## src/rtl/nsc_pkg.sv

```systemverilog
// Package with the constants, types and helper functions of the sentence checker.
`timescale 1ns / 1ps

package nsc_pkg;

  // Default configuration of the top level.
  localparam int TAG_CHARS_DEF   = 5;
  localparam int COMMA_LIMIT_DEF = 15;

  // Configuration port layout: 64-bit data, one register slot every 8 bytes.
  localparam int CFG_DATA_W = 64;
  localparam int CFG_ADDR_W = 4;
  localparam int CFG_SLOT_LSB = 3;
  localparam int CFG_IDX_W  = CFG_ADDR_W - CFG_SLOT_LSB;

  // Register indexes.
  localparam logic [CFG_IDX_W-1:0] REG_MATCH_TAG = '0;

  // Reset value of the tag register: "GPRMC", first character in the top used byte.
  localparam logic [63:0] TAG_RESET = 64'h0000_0047_5052_4D43;

  // Character codes.
  localparam logic [7:0] CH_CR     = 8'd13;
  localparam logic [7:0] CH_DOLLAR = 8'd36;
  localparam logic [7:0] CH_STAR   = 8'd42;
  localparam logic [7:0] CH_COMMA  = 8'd44;
  localparam logic [7:0] CH_ZERO   = 8'd48;
  localparam logic [7:0] CH_NINE   = 8'd57;
  localparam logic [7:0] CH_UPPER_A = 8'd65;
  localparam logic [7:0] CH_UPPER_F = 8'd70;
  localparam logic [7:0] HEX_ALPHA_OFS = 8'd55;

  // Result of one sentence, apart from the comma count.
  typedef struct packed {
    logic       tag_match;
    logic       star_seen;
    logic [7:0] computed;
    logic [7:0] received;
    logic       checksum_ok;
    logic       sentence_valid;
  } nsc_result_t;

  // Digit value: codes above '9' lose 55, all others lose 48 (wraps mod 256).
  function automatic logic [7:0] hex_value(input logic [7:0] c);
    return (c > CH_NINE) ? (c - HEX_ALPHA_OFS) : (c - CH_ZERO);
  endfunction

  // True for '0'..'9' and 'A'..'F'.
  function automatic logic hex_ok(input logic [7:0] c);
    return ((c >= CH_ZERO) && (c <= CH_NINE)) ||
           ((c >= CH_UPPER_A) && (c <= CH_UPPER_F));
  endfunction

endpackage

```

## src/rtl/nsc_sentence.sv

```systemverilog
// Sentence state machine: tag compare, running XOR, comma count and hex decode.
`timescale 1ns / 1ps

module nsc_sentence
  import nsc_pkg::*;
#(
  parameter int TAG_CHARS   = TAG_CHARS_DEF,
  parameter int COMMA_LIMIT = COMMA_LIMIT_DEF,
  localparam int TAG_W = 8 * TAG_CHARS,
  localparam int CNT_W = $clog2(COMMA_LIMIT + 1)
) (
  input  logic             clk,
  input  logic             rst_n,
  input  logic             step,
  input  logic [7:0]       rx_byte,
  input  logic [TAG_W-1:0] match_tag,
  output logic             res_valid,
  output nsc_result_t      res,
  output logic [CNT_W-1:0] res_commas
);

  localparam int POS_W = $clog2(TAG_CHARS + 1);

  localparam logic [2:0] PH_IDLE = 3'd0;
  localparam logic [2:0] PH_BODY = 3'd1;
  localparam logic [2:0] PH_HEX1 = 3'd2;
  localparam logic [2:0] PH_HEX2 = 3'd3;
  localparam logic [2:0] PH_DONE = 3'd4;

  logic [2:0]       phase_r,    phase_nxt;
  logic [POS_W-1:0] tag_pos_r,  tag_pos_nxt;
  logic             tag_ok_r,   tag_ok_nxt;
  logic [7:0]       xor_r,      xor_nxt;
  logic [CNT_W-1:0] commas_r,   commas_nxt;
  logic             star_r,     star_nxt;
  logic [3:0]       hi_nib_r,   hi_nib_nxt;
  logic [1:0]       hex_good_r, hex_good_nxt;
  logic [7:0]       rcv_r,      rcv_nxt;

  logic [7:0] tag_byte;
  logic [7:0] digit;
  logic       tm;
  logic       ok;

  // Pick the expected tag character for the current position.
  always_comb begin
    tag_byte = '0;
    for (int i = 0; i < TAG_CHARS; i++) begin
      if (tag_pos_r == POS_W'(i)) begin
        tag_byte = match_tag[8*(TAG_CHARS-1-i) +: 8];
      end
    end
  end

  assign digit = hex_value(rx_byte);

  // Result fields as they stand when a carriage return arrives.
  assign tm = (phase_r != PH_IDLE) && tag_ok_r && (tag_pos_r >= POS_W'(TAG_CHARS));
  assign ok = star_r && (phase_r == PH_DONE) && (hex_good_r == 2'b11) && (rcv_r == xor_r);

  always_comb begin
    res.tag_match      = tm;
    res.star_seen      = star_r;
    res.computed       = xor_r;
    res.received       = rcv_r;
    res.checksum_ok    = ok;
    res.sentence_valid = tm && ok;
    res_commas         = commas_r;
  end

  // Next-state logic for one received character.
  always_comb begin
    phase_nxt    = phase_r;
    tag_pos_nxt  = tag_pos_r;
    tag_ok_nxt   = tag_ok_r;
    xor_nxt      = xor_r;
    commas_nxt   = commas_r;
    star_nxt     = star_r;
    hi_nib_nxt   = hi_nib_r;
    hex_good_nxt = hex_good_r;
    rcv_nxt      = rcv_r;
    res_valid    = 1'b0;
    if (step) begin
      if ((rx_byte == CH_CR) || (rx_byte == CH_DOLLAR)) begin
        // Both end the current sentence; a dollar opens a new one.
        res_valid    = (rx_byte == CH_CR);
        phase_nxt    = (rx_byte == CH_DOLLAR) ? PH_BODY : PH_IDLE;
        tag_ok_nxt   = (rx_byte == CH_DOLLAR);
        tag_pos_nxt  = '0;
        xor_nxt      = '0;
        commas_nxt   = '0;
        star_nxt     = 1'b0;
        hi_nib_nxt   = '0;
        hex_good_nxt = '0;
        rcv_nxt      = '0;
      end else begin
        unique case (phase_r)
          PH_BODY: begin
            if (rx_byte == CH_STAR) begin
              star_nxt  = 1'b1;
              phase_nxt = PH_HEX1;
            end else begin
              xor_nxt = xor_r ^ rx_byte;
              if ((rx_byte == CH_COMMA) && (commas_r < CNT_W'(COMMA_LIMIT))) begin
                commas_nxt = commas_r + 1'b1;
              end
              if (tag_pos_r < POS_W'(TAG_CHARS)) begin
                if (rx_byte != tag_byte) begin
                  tag_ok_nxt = 1'b0;
                end
                tag_pos_nxt = tag_pos_r + 1'b1;
              end
            end
          end
          PH_HEX1: begin
            hi_nib_nxt      = digit[3:0];
            rcv_nxt         = {digit[3:0], 4'h0};
            hex_good_nxt[0] = hex_good_r[0] | hex_ok(rx_byte);
            phase_nxt       = PH_HEX2;
          end
          PH_HEX2: begin
            rcv_nxt         = {hi_nib_r, 4'h0} + digit;
            hex_good_nxt[1] = hex_good_r[1] | hex_ok(rx_byte);
            phase_nxt       = PH_DONE;
          end
          default: begin
            // Idle and done ignore everything but dollar and carriage return.
          end
        endcase
      end
    end
  end

  // Sentence state registers.
  always_ff @(posedge clk) begin
    if (!rst_n) begin
      phase_r    <= PH_IDLE;
      tag_pos_r  <= '0;
      tag_ok_r   <= 1'b0;
      xor_r      <= '0;
      commas_r   <= '0;
      star_r     <= 1'b0;
      hi_nib_r   <= '0;
      hex_good_r <= '0;
      rcv_r      <= '0;
    end else begin
      phase_r    <= phase_nxt;
      tag_pos_r  <= tag_pos_nxt;
      tag_ok_r   <= tag_ok_nxt;
      xor_r      <= xor_nxt;
      commas_r   <= commas_nxt;
      star_r     <= star_nxt;
      hi_nib_r   <= hi_nib_nxt;
      hex_good_r <= hex_good_nxt;
      rcv_r      <= rcv_nxt;
    end
  end

endmodule

```

## config.mk

```make
export PLATFORM = sky130hd
export DESIGN_NAME = nsc_sentence
export DESIGN_NICKNAME = d
export VERILOG_FILES = /design/src/rtl/nsc_pkg.sv /design/src/rtl/nsc_sentence.sv
export SDC_FILE = /design/constraint.sdc
export NUM_CORES = 1
export LEC_CHECK = 0
export ABC_AREA = 1
export BUFFER_PORTS_ARGS = -buffer_cell sky130_fd_sc_hd__buf_2
export CORE_UTILIZATION = 35
export DETAILED_ROUTE_END_ITERATION = 8
export MAX_ROUTING_LAYER = met4
export PLACE_DENSITY = 0.58
export REMOVE_ABC_BUFFERS = 1
export SLEW_MARGIN = 20
export SYNTH_ARGS = -nofsm -noshare
export SYNTH_HDL_FRONTEND = slang
export SYNTH_SLANG_ARGS = --single-unit
```

## constraint.sdc

```tcl
create_clock -name clk -period 4.7 [get_ports clk]
set_input_delay 0.235 -clock clk [delete_from_list [all_inputs] [get_ports clk]]
set_output_delay 0.235 -clock clk [all_outputs]
set_load 0.005 [all_outputs]
```

==> summary.txt <==
Critical path
  • Endpoint type of the worst setup path: register
  • Crit Path Class: in -> reg
  • Arrival @ worst endpoint: between 2 and 3 ns
  • Crit Path Max Fanout: 7
  • Crit path required time: 4.89 ns
  • Startpoint types: input pin

Yosys
  • Post-synthesis simple-gate area fraction: 35.2%
  • Largest family of logic cells by synthesized area: simple AND/OR/NAND/NOR gates
  • Top_reg_cell synth: dfxtp_1
  • Ys Warns: 0
  • Post-synthesis area per instance: approximately 6.3 um2
  • Synth Area in Adders: roughly 8%
  • Mux cell area share after synthesis: 0%
  • Post-synth EDFFs: 0
  • Number of synthesized register bits: 34
  • Async SR Flop Fraction: 0%
  • Complex-gate fraction of the synthesized area: around 17%
  • Synth Area in XOR/XNOR: roughly 3.3%
  • Cells after Synth: 458
  • Yosys cell types: 43
  • Sequential cell area fraction in the yosys report: about a quarter
  • Post-synthesis cell area: 2880 um2

Timing
  • Post-Route Setup TNS: 0 ns
  • Slew headroom: 62.2%
  • Tmin final: between 2 and 3 ns
  • RSZ-0062 raised after global routing: no
  • Tightest Pin Transition: approximately 0.57 ns
  • Final period utilization: between 50% and 60%
  • Final setup viols: 0
  • Hold violation total from the final report: 0
  • Final Max Tran Viols: 0
  • Peak Freq: 0.391 GHz
  • Clk_skew: ~0.0055 ns

Finish
  • Final instance area: 3410 um2
  • Register Area: around 680 um2
  • Fill count: between 800 and 900
  • Most common cell after layout, fill and taps aside: nand2_1
  • Post-layout util: 43.4%
  • Multi-input combinational cell area: about 1800 um2
  • # diodes: 0
  • Nets: between 500 and 600
  • Most frequent cells in the layout: 124 x nand2_1, 75 x buf_2, 69 x inv_1, 40 x nor2_1
  • Area growth, synth to finish: 18.2%
  • Layout cell share with drive strength beyond 1: about a fifth

Global route
  • Pin count of the biggest net entering global routing: 18
  • Number of global-route vias before repair: around 3000
  • Overflow after GRT: 0
  • GRT Resource Usage Total: around 21%
  • First-pass GRT wire length: between 10000 and 15000 um
  • Initial antenna violation count: 0

Place
  • Gpl congestion: about 0.96
  • Placed cell area: ~3300 um2
  • PortBufs: 75
  • HPWL after DPL: approximately 6900 um

Drt
  • Post-Route WL: about 8700 um
  • Wirelength per Cell: ~14 um
  • Routed Antenna Nets: 0
  • Remaining DRCs: 0
  • Via/cell ratio: about 5.0
  • Pre-antenna DRT Iters: 4
  • Initial DRC Count: 151
  • Via count: between 3000 and 4000

CTS
  • CTS tree: yes
  • Root Buffer: clkbuf_8
  • Worst-Skew Late Latency: 0.29 ns
  • Post-CTS resize count: 0
  • Hold_buf cts: 0
  • CTS max path bufs: 2
  • Clk slew on worst S/H paths: roughly 0.070 ns
  • Total CTS buffers: 5
  • Setup bufs post-CTS: 0
  • H-Tree Depth: 2
  • Clk sink count: 34

Die
  • I/O pin count: 76
  • Die Y: 92.8 um
  • Die width: approximately 93 um
  • Die area: approximately 8600 um2
  • FP Rows: 32
  • Core area: around 7800 um2
  • Starting Density: roughly 37%

Power
  • Worst VDD drop: 0.112 mV
  • Pwr Density: 233 nW/um2
  • Leakage power: roughly 1.8 nW

Min path
  • Worst hold path class: in -> reg

Status
  • Outcome: complete, no violations

Run
  • Max_cap viols: 0
flip-flops by register name (all words and copies together) (netlist names):
register / cells
star_r: 1
phase_r: 3
hi_nib_r: 4
res_commas: 4
tag_ok_r: 1
rcv_r: 8
hex_good_r: 2
xor_r: 8
tag_pos_r: 3
area by class of cell:
type / count / area share [%]
repair buffers: 75 / 11.0
inverters: 74 / 8.15
well taps: 102 / 3.74
clock buffers: 7 / 2.24
multi-input cells: 338 / 54.0
clock inverters: 1 / 0.881
flip-flops and latches: 34 / 20.0
cells by family after synthesis:
logic type,after synthesis
AOI/OAI and AO/OA,82
and+or+nand+nor,227
adders and majority gates,18
xor gates and xnor gates,11
buffers and inverters,86
DFF,34
synth_stat cells, types with 5 or more instances:
cell type  count  area [um2]
a21oi_1       30         150
nand2_1      124         465
ha_1          17         213
nand4_1        5        31.3
o21ai_0       21         105
or2_2          8        50.1
dfxtp_1       34         681
nand3_1       34         170
inv_1         69         259
xor2_1        10        87.6
buf_4          5        37.5
a211oi_1       5        37.5
nor2_1        40         150
through the flow:
stage | instances | setup slack, ns | total power, mW | hold slack (ns)
floorplan | 446 | 2.26 | 0.454 | 0.340
global placement | 623 | 1.95 | 0.529 | 0.462
detailed placement | 623 | 1.89 | 0.531 | 0.450
CTS | 631 | 2.17 | 0.797 | 0.239
global route | 631 | 1.94 | 0.846 | 0.264
finish | 631 | 2.14 | 0.794 | 0.247
worst max-delay path: stages:
cell and delay [ns]:
buf_2 0.12, inv_1 0.12, ha_1 0.30, o211ai_1 0.24, nand3_2 0.18, inv_1 0.14, o211ai_1 0.13, xor2_1 0.17
inv_1 0.06, ha_1 0.15, inv_1 0.06, fa_1 0.39, xor2_1 0.17, o21ai_0 0.11, a21oi_1 0.12, nor2_1 0.05
path summary, 6_finish.rpt:
| check | start | slack (ns) | depth (start not counted) | endpoint |
|---|---|---|---|---|
| max | rx_byte[0] | 2.14 | 16 | rcv_r[6]$_SDFFE_PN0P_ |
| min | rst_n | 0.25 | 3 | tag_ok_r$_SDFFE_PN0P_ |
| max reg2reg | tag_pos_r[2]$_SDFFE_PN0P_ | 2.36 | 15 | tag_ok_r$_SDFFE_PN0P_ |
| min reg2reg | xor_r[4]$_SDFFE_PN0P_ | 0.47 | 1 | xor_r[4]$_SDFFE_PN0P_ |
power by group:
group          switching (mW)  leakage, nW  internal, mW
Sequential             0.0101        0.275         0.298
Combinational           0.139         1.43        0.0786
Clock                   0.109       0.0524         0.159
routing by layer:
metal	vias to the layer above	global-route usage (%)	part of all wire, %	wire [um]
li1	1615	-	-	-
met1	1417	26.7	46	4000
met2	95	36.2	47	4100
met3	8	3.94	5.6	488
met4	0	4.36	1.2	100
met5	-	-	0	0
Power figures use the tool's default switching activity.
